**config.mk**
```make
export PLATFORM = sky130hd
export DESIGN_NAME = bpj_div_stage
export DESIGN_NICKNAME = d
export VERILOG_FILES = /design/src/rtl/core/bpj_pkg.sv /design/src/rtl/core/bpj_div_stage.sv
export SDC_FILE = /design/constraint.sdc
export NUM_CORES = 1
export LEC_CHECK = 0
export ABC_AREA = 1
export BUFFER_PORTS_ARGS = -buffer_cell sky130_fd_sc_hd__buf_2
export CAP_MARGIN = 20
export CORE_AREA = 2 2 292 294
export DETAILED_ROUTE_END_ITERATION = 8
export DIE_AREA = 0 0 294 296
export PLACE_DENSITY = 0.52
export SLEW_MARGIN = 25
export SYNTH_ARGS = -nofsm -noshare
export SYNTH_HDL_FRONTEND = slang
export SYNTH_SLANG_ARGS = --single-unit
```
**constraint.sdc**
```tcl
create_clock -name i_clk -period 2.5 [get_ports i_clk]
set_clock_uncertainty 0.1 [all_clocks]
set_input_delay 0.75 -clock i_clk [delete_from_list [all_inputs] [get_ports i_clk]]
set_output_delay 0.75 -clock i_clk [all_outputs]
set_load 0.02 [all_outputs]
```
**src/rtl/core/bpj_pkg.sv**
```systemverilog
// ----------------------------------------------------------------------------
// bpj_pkg
// Shared types, constants and helpers for the depth pixel back-projection core.
// ----------------------------------------------------------------------------
package bpj_pkg;

    localparam int MAX_IMAGE_DIM_DEF = 4096;

    // Register indexes of the configuration port
    localparam logic [2:0] REG_DEPTH_SCALE = 3'd0;
    localparam logic [2:0] REG_FOCAL_X     = 3'd1;
    localparam logic [2:0] REG_FOCAL_Y     = 3'd2;
    localparam logic [2:0] REG_CENTER_X    = 3'd3;
    localparam logic [2:0] REG_CENTER_Y    = 3'd4;

    localparam logic [15:0] RST_DEPTH_SCALE = 16'd1000;
    localparam logic [15:0] RST_FOCAL_X     = 16'd8288;
    localparam logic [15:0] RST_FOCAL_Y     = 16'd8112;
    localparam logic [15:0] RST_CENTER_X    = 16'd5208;
    localparam logic [15:0] RST_CENTER_Y    = 16'd4056;

    localparam int QBITS = 33;   // quotient bits 32..0
    localparam int NLANE = 3;    // x, y, z
    localparam int LANE_X = 0;
    localparam int LANE_Y = 1;
    localparam int LANE_Z = 2;

    typedef struct packed {
        logic [47:0]      rem;
        logic [31:0]      den;
        logic [QBITS-1:0] quo;
        logic             ovf;
        logic             neg;
    } t_lane;

    typedef struct packed {
        t_lane [NLANE-1:0] lane;
        logic [23:0]       rgb;   // blue, green, red from the lowest bit up
    } t_stage;

    // Signed 32-bit saturation of a sign/magnitude quotient
    function automatic logic [31:0] sat_lateral(input t_lane l);
        logic [31:0] res;
        if (l.neg) begin
            if (l.ovf || l.quo[32] || l.quo[31]) begin
                res = 32'h8000_0000;
            end else begin
                res = 32'(-l.quo[31:0]);
            end
        end else begin
            if (l.ovf || l.quo[32] || l.quo[31]) begin
                res = 32'h7FFF_FFFF;
            end else begin
                res = l.quo[31:0];
            end
        end
        return res;
    endfunction

endpackage

```
**src/rtl/core/bpj_div_stage.sv**
```systemverilog
// ----------------------------------------------------------------------------
// bpj_div_stage
// One restoring division step on all three lanes, quotient bit BIT.
// ----------------------------------------------------------------------------
module bpj_div_stage #(
    parameter int BIT = 0
) (
    input  logic            i_clk,
    input  logic            i_rst_n,
    input  logic            i_en,
    input  logic            i_vld,
    input  bpj_pkg::t_stage i_stage,
    output logic            o_vld,
    output bpj_pkg::t_stage o_stage
);

    logic            r_vld;
    bpj_pkg::t_stage r_stage;
    bpj_pkg::t_stage n_stage;

    always_comb begin
        logic [65:0] shifted;
        logic [65:0] diff;
        n_stage = i_stage;
        for (int i = 0; i < bpj_pkg::NLANE; i++) begin
            shifted = 66'(i_stage.lane[i].den) << BIT;
            diff    = {18'b0, i_stage.lane[i].rem} - shifted;
            // keep the remainder when the trial subtract borrows
            n_stage.lane[i].quo[BIT] = ~diff[65];
            if (!diff[65]) begin
                n_stage.lane[i].rem = diff[47:0];
            end
        end
    end

    always_ff @(posedge i_clk) begin
        if (!i_rst_n) begin
            r_vld <= 1'b0;
        end else if (i_en) begin
            r_vld <= i_vld;
        end
    end

    always_ff @(posedge i_clk) begin
        if (i_en) begin
            r_stage <= n_stage;
        end
    end

    assign o_vld   = r_vld;
    assign o_stage = r_stage;

endmodule

```
==> flow_results.org <==
** Outcome
- Outcome :: finished, final reports clean

** Route
- Mean routed wirelength per cell :: 17.0 µm
- Antenna Nets Post-Route :: 0
- In this run, the number of DRC markers left after iteration 0 of detailed routing was 1331.
- After detailed routing, the number of remaining DRC violations is 0.
- Using the TritonRoute via totals, the vias-per-cell ratio works out to 4.31.
- Via count :: 23600
- The first TritonRoute pass finished after 6 iterations.
- Aggregate routed wire length :: 93.1 mm

** Clock network
- Later-pin clock latency in the skew report :: 0.58 ns
- Counting the buffers created by CTS gives 44.
- In this run the deepest clock path goes through 3 buffers.
- The H-tree was split into 2 levels.
- After clock tree synthesis, the clock-pin slew on the worst setup and hold paths is 0.07 ns.
- TritonCTS built the clock tree.
- In this run, post-CTS hold repair placed 0 buffers.
- Root buffer cell :: clkbuf_16
- Clock sink total :: 370

** Critical path
- Category of the critical setup timing path :: primary input to flop
- STA classifies the critical path endpoint as a flop.
- STA puts the critical path data required time at 2.74 ns.
- Startpoint type of the worst setup path :: primary input
- In this design, the critical path's most frequently occurring cell is nand2_1.
- Along the worst path, the maximum fanout reaches 3.
- The critical path contains buffers and inverters numbering 3 combined.
- Crit-path leading delay family :: simple AND/OR/NAND/NOR gates
- Ordered cell list for the critical path :: buf_2 > inv_12 > ha_4 > fa_2 > nor2_2 > o21ai_1 > nand2_1 > nand2_1 > nand2_2 > buf_4 > nand2_1 > nand3b_1 > nor2_1 > nand2_1 > nand2_1
- Arrival time at the worst endpoint :: 2.66 ns
- The largest individual stage delay along the critical path comes from the cell fa_2.
- CP max stage delay :: 0.44 ns

** Power and ir drop
- Leak :: 17.9 nW
- Across the VDD grid, the largest voltage drop is 537 µV.
- In this run the power density over the cells is 584 nW/µm².

** Logic synthesis
- Mean instance size in the synthesized netlist :: 7.68 µm²
- Number of synthesized register bits :: 370
- The synthesized netlist contains 33 unique library cells.
- For this run, the number of Yosys warnings is 0.
- Main flop type after synthesis :: edfxtp_1
- Share of async-settable or async-resettable flops after synthesis :: 0%
- Number of cells produced by synthesis :: 2998
- The cell area that synthesis handed to floorplanning was 23000 µm².
- The number of nets handed over by synthesis was 3470.
- After synthesis, flip-flops and latches occupy 48.2% of the total area.
- Counting flops with a built-in enable in the synthesized netlist gives 369.

** Placed design
- Cell total after placement :: 5383
- Worst setup slack after placement :: -0.561 ns
- Detailed placement ended at an HPWL of 79.2 mm.
- Global placer's final weighted congestion :: 0.931
- Number of I/O port buffers :: 739

** Floorplanning
- The core region is 84200 µm².
- In this run the core area contains 107 standard-cell rows.
- Starting density of the core :: 27.4%
- The floorplan step defined a die boundary enclosing 87000 µm².
- Count of boundary I/O pins :: 743
- The die is 294 µm wide.
- Measured along the y axis, the die boundary spans 296 µm.

** STA
- Subtracting the final worst setup slack from the clock period gives 2.43 ns.
- Headroom to the max-slew limit came out at 74.7%.
- Crit path setup slack, layout :: 0.0743 ns
- Static timing analysis puts the maximum clock frequency at 412 MHz.
- The total count of hold-check failures in the final report is 0.
- Setup violations remaining at the end of the flow were counted as 0.
- For the pin with the worst max-slew slack, the measured transition is 0.377 ns.
- Final worst-path cycle share :: 97.0%
- The count of final max-slew check failures came to 0.
- Setup repair after global routing could not meet its margin everywhere.
- After routing, the total negative slack on setup checks comes to 0 ns.

** Global routing
- The via count of the first global-routing pass is 22500.
- The total overflow left after global routing is 0.
- Global routing used 20.4% of the available tracks across all layers.
- The first global-routing pass estimated 134 mm of wire.
- The number of antenna violations at the first check in global routing is 21.
- Entering global routing, the biggest net connects 64 pins.

** Final layout
- Final net count :: 4816
- From synthesis to final layout, the design area changed by 49.8%.
- Final standard cell count with taps included and fillers excluded :: 5476
- Fraction of layout cells with a size suffix above 1 :: 34.0%
- Measured on the finished design, the core utilization comes to 41.0%.

** Worst hold path
- Class of the most critical hold timing path :: primary input to flop

** Job
- Max-Cap Viols :: 0
Yosys cell counts, types with 8 or more instances:
library cell / count / area [µm²]
nand3b_1: 29 / 218
nor2_1: 235 / 882
buf_6: 8 / 90.1
nand2_1: 1144 / 4290
o21ai_1: 9 / 45.0
nor2_2: 8 / 50.1
xnor2_1: 46 / 403
nand3_1: 143 / 716
nand4_1: 28 / 175
xor2_1: 13 / 114
a21oi_1: 86 / 430
o21ai_0: 77 / 385
edfxtp_1: 369 / 11100
a21oi_2: 9 / 78.8
inv_1: 616 / 2310
ha_1: 96 / 1200
nor3_1: 29 / 145
state kept, by name (all words and copies together) (netlist names):
signal / cells
o_vld: 1
o_stage: 369
final cells by class:
class / count / area, µm²
clock buffer: 52 / 1160
inverter: 620 / 2360
clock inverter: 28 / 363
antenna: 8 / 20.0
sequential: 370 / 11100
tap: 1090 / 1360
timing repair buffer: 1323 / 8370
fill: 8833 / 49700
multi-input combinational: 1985 / 9760
worst paths after layout:
check                                              end  cells after the start                from  slack [ns]
worst max-delay path            o_stage[131]$_DFFE_PP_                     15         i_stage[91]        0.07
worst min-delay path            o_stage[266]$_DFFE_PP_                      1        i_stage[266]        0.23
worst max register to register      o_vld$_SDFFE_PN0P_                      2  o_vld$_SDFFE_PN0P_        1.75
worst min register to register      o_vld$_SDFFE_PN0P_                      2  o_vld$_SDFFE_PN0P_        0.46
placed cells by master (no fill, tap or decap), types with 4 or more instances in the layout:
| cell type | instances |
|---|---|
| o21ai_1 | 29 |
| bufinv_16 | 7 |
| clkbuf_16 | 47 |
| a21oi_2 | 15 |
| nand2_1 | 1132 |
| clkinv_1 | 5 |
| inv_6 | 4 |
| inv_1 | 613 |
| o21bai_1 | 4 |
| nor2_2 | 16 |
| o21ai_0 | 57 |
| nand2_2 | 17 |
| ha_4 | 16 |
| inv_2 | 4 |
| buf_4 | 562 |
| or2_2 | 7 |
| nand4_1 | 28 |
| ha_1 | 80 |
| nand3_1 | 141 |
| nor2_4 | 4 |
| xnor2_1 | 46 |
| clkbuf_1 | 5 |
| buf_2 | 738 |
| diode_2 | 8 |
| edfxtp_1 | 369 |
| nor3_1 | 28 |
| nor2_1 | 225 |
| clkinv_2 | 7 |
| xor2_1 | 12 |
| nand3b_1 | 29 |
| a21oi_1 | 79 |
| buf_12 | 17 |
power by group:
part	switching (W)	internal (W)	total (W)
registers	0.000193	0.00758	0.00778
logic	0.00332	0.00222	0.00555
clock network	0.00275	0.00408	0.00683
cell families after synthesis:
| family | share of synthesized area, % |
|---|---|
| AND/OR/NAND/NOR | 28.9 |
| adder cells (fa/ha/maj) | 5.48 |
| XOR/XNOR | 2.24 |
| buffers and inverters | 10.9 |
| flip-flops | 48.2 |
| AO/OA/AOI/OAI | 4.31 |
per-stage QoR:
| stage | hold WS (ns) | total power (W) | area (µm²) |
|---|---|---|---|
| 6_report | 0.225 | 0.0202 | 34500 |
| 5_1_grt | 0.202 | 0.0211 | 34500 |
| 4_1_cts | 0.179 | 0.0204 | 34300 |
| 2_1_floorplan | 0.506 | 0.0105 | 23300 |
| 3_3_place_gp | 0.424 | 0.0134 | 32800 |
| 3_5_place_dp | 0.452 | 0.0135 | 32800 |
per-layer routing:
metal | global-route usage (%) | part of all wire, %
met2 | 35.4 | 48
met1 | 25.8 | 43
met5 | 0 | 0.14
met3 | 4.53 | 6.8
met4 | 4.63 | 1.7
timing repair:
item,4_1_cts,5_1_grt
setup endpoints to repair,0,47
resized for setup,0,27
buffers inserted,0,2
worst register-to-register path: stages (launching register included):
cell and delay (ns):
dfxtp_1 0.31, o21ai_0 0.17, a21oi_1 0.06
(Power assumes the default switching activity.)
