--- config.mk ---
export PLATFORM = sky130hd
export DESIGN_NAME = bpj_front
export DESIGN_NICKNAME = d
export VERILOG_FILES = /design/src/rtl/core/bpj_pkg.sv /design/src/rtl/core/bpj_front.sv
export SDC_FILE = /design/constraint.sdc
export NUM_CORES = 2
export LEC_CHECK = 0
export BUFFER_PORTS_ARGS = -buffer_cell sky130_fd_sc_hd__buf_2
export CELL_PAD_IN_SITES_DETAIL_PLACEMENT = 1
export CELL_PAD_IN_SITES_GLOBAL_PLACEMENT = 1
export CORE_UTILIZATION = 44
export CTS_CLUSTER_DIAMETER = 100
export DETAILED_ROUTE_END_ITERATION = 8
export GPL_TIMING_DRIVEN = 0
export MAX_ROUTING_LAYER = met4
export PLACE_DENSITY_LB_ADDON = 0.1
export SYNTH_ARGS = -nofsm -noshare
export SYNTH_HDL_FRONTEND = slang
export SYNTH_SLANG_ARGS = --single-unit
--- constraint.sdc ---
create_clock -name i_clk -period 6.2 [get_ports i_clk]
set_input_delay 0.93 -clock i_clk [delete_from_list [all_inputs] [get_ports i_clk]]
set_output_delay 0.93 -clock i_clk [all_outputs]
set_load 0.005 [all_outputs]
--- src/rtl/core/bpj_pkg.sv ---
// ----------------------------------------------------------------------------
// bpj_pkg
// Shared types, constants and helpers for the depth pixel back-projection core.
// ----------------------------------------------------------------------------
package bpj_pkg;

    localparam int MAX_IMAGE_DIM_DEF = 4096;

    // Register indexes of the configuration port
    localparam logic [2:0] REG_DEPTH_SCALE = 3'd0;
    localparam logic [2:0] REG_FOCAL_X     = 3'd1;
    localparam logic [2:0] REG_FOCAL_Y     = 3'd2;
    localparam logic [2:0] REG_CENTER_X    = 3'd3;
    localparam logic [2:0] REG_CENTER_Y    = 3'd4;

    localparam logic [15:0] RST_DEPTH_SCALE = 16'd1000;
    localparam logic [15:0] RST_FOCAL_X     = 16'd8288;
    localparam logic [15:0] RST_FOCAL_Y     = 16'd8112;
    localparam logic [15:0] RST_CENTER_X    = 16'd5208;
    localparam logic [15:0] RST_CENTER_Y    = 16'd4056;

    localparam int QBITS = 33;   // quotient bits 32..0
    localparam int NLANE = 3;    // x, y, z
    localparam int LANE_X = 0;
    localparam int LANE_Y = 1;
    localparam int LANE_Z = 2;

    typedef struct packed {
        logic [47:0]      rem;
        logic [31:0]      den;
        logic [QBITS-1:0] quo;
        logic             ovf;
        logic             neg;
    } t_lane;

    typedef struct packed {
        t_lane [NLANE-1:0] lane;
        logic [23:0]       rgb;   // blue, green, red from the lowest bit up
    } t_stage;

    // Signed 32-bit saturation of a sign/magnitude quotient
    function automatic logic [31:0] sat_lateral(input t_lane l);
        logic [31:0] res;
        if (l.neg) begin
            if (l.ovf || l.quo[32] || l.quo[31]) begin
                res = 32'h8000_0000;
            end else begin
                res = 32'(-l.quo[31:0]);
            end
        end else begin
            if (l.ovf || l.quo[32] || l.quo[31]) begin
                res = 32'h7FFF_FFFF;
            end else begin
                res = l.quo[31:0];
            end
        end
        return res;
    endfunction

endpackage

--- src/rtl/core/bpj_front.sv ---
// ----------------------------------------------------------------------------
// bpj_front
// Three-stage front end: pixel offset, products, divider setup.
// ----------------------------------------------------------------------------
module bpj_front #(
    parameter int MAX_IMAGE_DIM = bpj_pkg::MAX_IMAGE_DIM_DEF
) (
    input  logic               i_clk,
    input  logic               i_rst_n,
    input  logic [2:0]         i_en,
    input  logic               i_vld,
    input  logic [63:0]        i_tdata,
    input  logic [15:0]        i_depth_scale,
    input  logic [15:0]        i_focal_x,
    input  logic [15:0]        i_focal_y,
    input  logic [15:0]        i_center_x,
    input  logic [15:0]        i_center_y,
    output logic [2:0]         o_vld,
    output bpj_pkg::t_stage    o_stage
);

    localparam logic [16:0] IDX_LIM = 17'(MAX_IMAGE_DIM - 1);

    logic [11:0] row_c, col_c;
    logic [15:0] p16x, p16y;

    // stage 1
    logic [2:0]  r_vld;
    logic [15:0] r_magx, r_magy, r_d1, r_s1, r_fx, r_fy;
    logic        r_negx1, r_negy1;
    logic [23:0] r_rgb1;
    // stage 2
    logic [31:0] r_numx, r_numy, r_denx, r_deny;
    logic [15:0] r_d2, r_s2;
    logic        r_negx2, r_negy2;
    logic [23:0] r_rgb2;
    // stage 3
    bpj_pkg::t_stage r_stage;
    bpj_pkg::t_stage n_stage;

    always_comb begin
        row_c = ({5'b0, i_tdata[11:0]}  > IDX_LIM) ? IDX_LIM[11:0] : i_tdata[11:0];
        col_c = ({5'b0, i_tdata[23:12]} > IDX_LIM) ? IDX_LIM[11:0] : i_tdata[23:12];
        p16x  = {col_c, 4'b0};
        p16y  = {row_c, 4'b0};
    end

    always_comb begin
        n_stage = '0;
        n_stage.rgb = r_rgb2;
        n_stage.lane[bpj_pkg::LANE_X].rem = {r_numx, 16'b0};
        n_stage.lane[bpj_pkg::LANE_X].den = r_denx;
        n_stage.lane[bpj_pkg::LANE_X].ovf = ({17'b0, r_numx[31:17]} >= r_denx);
        n_stage.lane[bpj_pkg::LANE_X].neg = r_negx2;
        n_stage.lane[bpj_pkg::LANE_Y].rem = {r_numy, 16'b0};
        n_stage.lane[bpj_pkg::LANE_Y].den = r_deny;
        n_stage.lane[bpj_pkg::LANE_Y].ovf = ({17'b0, r_numy[31:17]} >= r_deny);
        n_stage.lane[bpj_pkg::LANE_Y].neg = r_negy2;
        n_stage.lane[bpj_pkg::LANE_Z].rem = {16'b0, r_d2, 16'b0};
        n_stage.lane[bpj_pkg::LANE_Z].den = {16'b0, r_s2};
    end

    always_ff @(posedge i_clk) begin
        if (!i_rst_n) begin
            r_vld <= '0;
        end else begin
            if (i_en[0]) r_vld[0] <= i_vld;
            if (i_en[1]) r_vld[1] <= r_vld[0];
            if (i_en[2]) r_vld[2] <= r_vld[1];
        end
    end

    always_ff @(posedge i_clk) begin
        if (i_en[0]) begin
            r_negx1 <= p16x < i_center_x;
            r_magx  <= (p16x < i_center_x) ? i_center_x - p16x : p16x - i_center_x;
            r_negy1 <= p16y < i_center_y;
            r_magy  <= (p16y < i_center_y) ? i_center_y - p16y : p16y - i_center_y;
            r_d1    <= i_tdata[39:24];
            r_s1    <= (i_depth_scale == 16'd0) ? 16'd1 : i_depth_scale;
            r_fx    <= (i_focal_x == 16'd0) ? 16'd1 : i_focal_x;
            r_fy    <= (i_focal_y == 16'd0) ? 16'd1 : i_focal_y;
            r_rgb1  <= i_tdata[63:40];
        end
        if (i_en[1]) begin
            r_numx  <= r_magx * r_d1;
            r_numy  <= r_magy * r_d1;
            r_denx  <= r_s1 * r_fx;
            r_deny  <= r_s1 * r_fy;
            r_d2    <= r_d1;
            r_s2    <= r_s1;
            r_negx2 <= r_negx1;
            r_negy2 <= r_negy1;
            r_rgb2  <= r_rgb1;
        end
        if (i_en[2]) begin
            r_stage <= n_stage;
        end
    end

    assign o_vld   = r_vld;
    assign o_stage = r_stage;

endmodule

==> run metrics <==
Overall Global Routing Usage 27.6%; initial antenna violation count 8; Post-synth EDFFs 496; flop-to-flop setup slack -400 ps; Vias per Instance 5.04; NumNets Final 7270; Max Cap Violations 0; slew margin rel. 29.7%; detailed placement HPWL 122 mm; Synth cell types 73; first-pass GRT wire length 245 mm; post-route antenna net violation count 0; htree depth 2; Initial Utilization 44.6%; critical path's top delay family adder cells; Post-synth ARST share 0%; chip height 349 um; grt total ovfl 0; CTS tree built; vias in the first global route 41800; Longest Clk Path Bufs 3; utilization after layout 53.8%; mapped cell area 53000 um2; CP Launch Type flip-flop; CP Depth 24; CP cell instances buf_4, clkbuf_8, and2_1, fa_1, inv_1, fa_1, fa_2, inv_1, fa_2, fa_1, inv_1, fa_1, inv_1, ha_2, a21o_1, a21o_1, a32o_2, a31oi_4, and4b_2, o31ai_4, a21oi_2, nor2b_2, a221oi_2, xnor2_2; Via Count 37800; register area share after synthesis 28.2%; slowest cell delay on critical path 530 ps; Sum Neg Setup Slack -4870 ps; worst-case reg-to-reg path depth 24; WL per Instance 21.5 um; # rows 126; cell taking the most area after synthesis fa_1; CP max-delay cell fa_2; Reg-to-Reg Start r_d1[6]; critical path fanouts, max 10; unrepaired setup endpoints after global routing true; Tightest Pin Transition 1050 ps; violated checks setup timing; Crit Path Class reg2reg; layout cells sized above 1 21.9%; TritonRoute pass-1 iters 5; most frequent cells after synthesis 1012 x inv_1, 778 x fa_1, 604 x nand2_1, 496 x edfxtp_1, 492 x ha_1; die area 122000 um2; crit path DAT 6960 ps; most frequent cell after synthesis inv_1; core box area 119000 um2; worst-skew pair later-pin latency 670 ps; CTS Hold Bufs 0; Worst setup EP type flip-flop; hold_sp r_s2[2]; hold path depth 0; DRT iter0 DRCs 1873; IO Port Bufs 340; ys flop type edfxtp_1; fin crit share 106%; Fin Clk Skew 43.1 ps; RR Endpoint r_numy[30]; fmax 152 MHz; Min-Delay Endpoint o_stage[291]; CTS Buf Count 58; Worst Hold Class reg2reg; GP Congestion 0.886; min cycle time layout 6600 ps; Synth warnings 0; Total Wirelength 161 mm; outcome finished, violations left; post-route setup slack -401 ps; share of the synthesized area in the top cell type 29.4%; Area contributors post-synth fa_1 29%, edfxtp_1 28%, ha_1 12%, inv_1 7.2%, and2_1 5.7%; Avg Inst Size Synth 10.6 um2; final hold violations 0; largest net degree at the start of global routing 107; area grow syn2layout 20.6%; clock root cell clkbuf_16; Slew Limit Fails 0; #FFs+latches synth 499; Buf/Inv on CP 6; sinks on the clock net 499; Mapped Cells 5010; CTS clk-pin slew, worst paths 70 ps; num ports 522; required time worst endpoint 6560 ps; DRC viols 0; width of the die 349 um; Final setup viols 29
flip-flops by register name (all words and copies together), names as in the netlist:
signal   count
r_s2        16
r_negy1      1
r_denx      32
r_fx        16
o_vld        3
r_d2        16
r_numx      32
r_s1        16
r_deny      32
r_rgb2      24
r_negy2      1
r_magx      16
r_d1        16
r_fy        16
r_negx1      1
o_stage    188
r_numy      32
r_rgb1      24
r_magy      16
r_negx2      1
worst max-delay path by stage:
stage	from	end	slack [ps]
floorplan	r_magy[15]	r_numy[31]	0.1
detailed placement	r_magy[10]	r_numy[30]	-1630
CTS	r_d1[5]	r_numx[31]	-340
global route	r_d1[4]	r_numx[31]	-560
global placement	r_magy[10]	r_numy[30]	-1600
finish	r_d1[6]	r_numy[30]	-400
through the flow:
| step | setup WS, ps | instances | hold WS (ps) | instance area [um2] |
|---|---|---|---|---|
| final | -401 | 7502 | 414 | 63800 |
| after global routing | -560 | 7500 | 406 | 63800 |
| after CTS | -345 | 7452 | 391 | 63000 |
| after detailed placement | -1630 | 7133 | 406 | 57500 |
| after global placement | -1600 | 7130 | 400 | 57400 |
| after floorplan | 0.131 | 5190 | 400 | 53700 |
layout make-up:
cell class	instances	area (um2)
Antenna cell	4	10.0
Buffer	395	3130
Clock buffer	62	1470
Clock inverter	46	473
Fill cell	13000	54900
Inverter	1014	3810
Multi-Input combinational cell	3275	34000
Sequential cell	499	15000
Tap cell	1600	2000
Timing Repair Buffer	607	4010
placed cells by master, fill, tap and decap left out, drive strengths merged, types with 22 or more instances in the layout:
master / synthesis / routed
xnor2: 101 / 101
xor2: 43 / 43
nand2: 604 / 604
a21oi: 138 / 138
ha: 492 / 492
o21bai: 25 / 25
o21ai: 66 / 66
clkinv: 0 / 29
inv: 1014 / 1021
nor2: 57 / 57
clkbuf: 215 / 239
edfxtp: 496 / 496
nor4: 22 / 22
fa: 778 / 778
buf: 187 / 825
a21o: 93 / 93
conb: 1 / 181
and2: 482 / 482
routing by layer:
metal  routed length, um  GRT usage, %  part of all wire (%)
met5                   0             -                     0
met4                6140          9.54                   3.8
met3                6390          3.08                   4.0
met2               86800          49.7                    54
met1               62000          31.6                    38
repair_timing:
| action | CTS | global route |
|---|---|---|
| pin swaps | 153 | 129 |
| setup buffers | 216 | 55 |
| resized for setup | 514 | 179 |
| endpoints found under the setup margin | 69 | 50 |
cells by family after synthesis:
group | after synthesis | share of synthesized area (%)
multiplexers | 7 | 0.132
adder cells (fa/ha/maj) | 1270 | 41.0
XOR/XNOR | 144 | 2.38
other | 1 | 0.00708
flip-flops | 499 | 28.2
buffers and inverters | 1416 | 11.3
AO/OA/AOI/OAI | 410 | 5.08
AND/OR/NAND/NOR | 1263 | 11.8
Power is left out: the tool's default activity adds up to more than one toggle a clock period on the data nets, which glitch-free logic cannot reach.
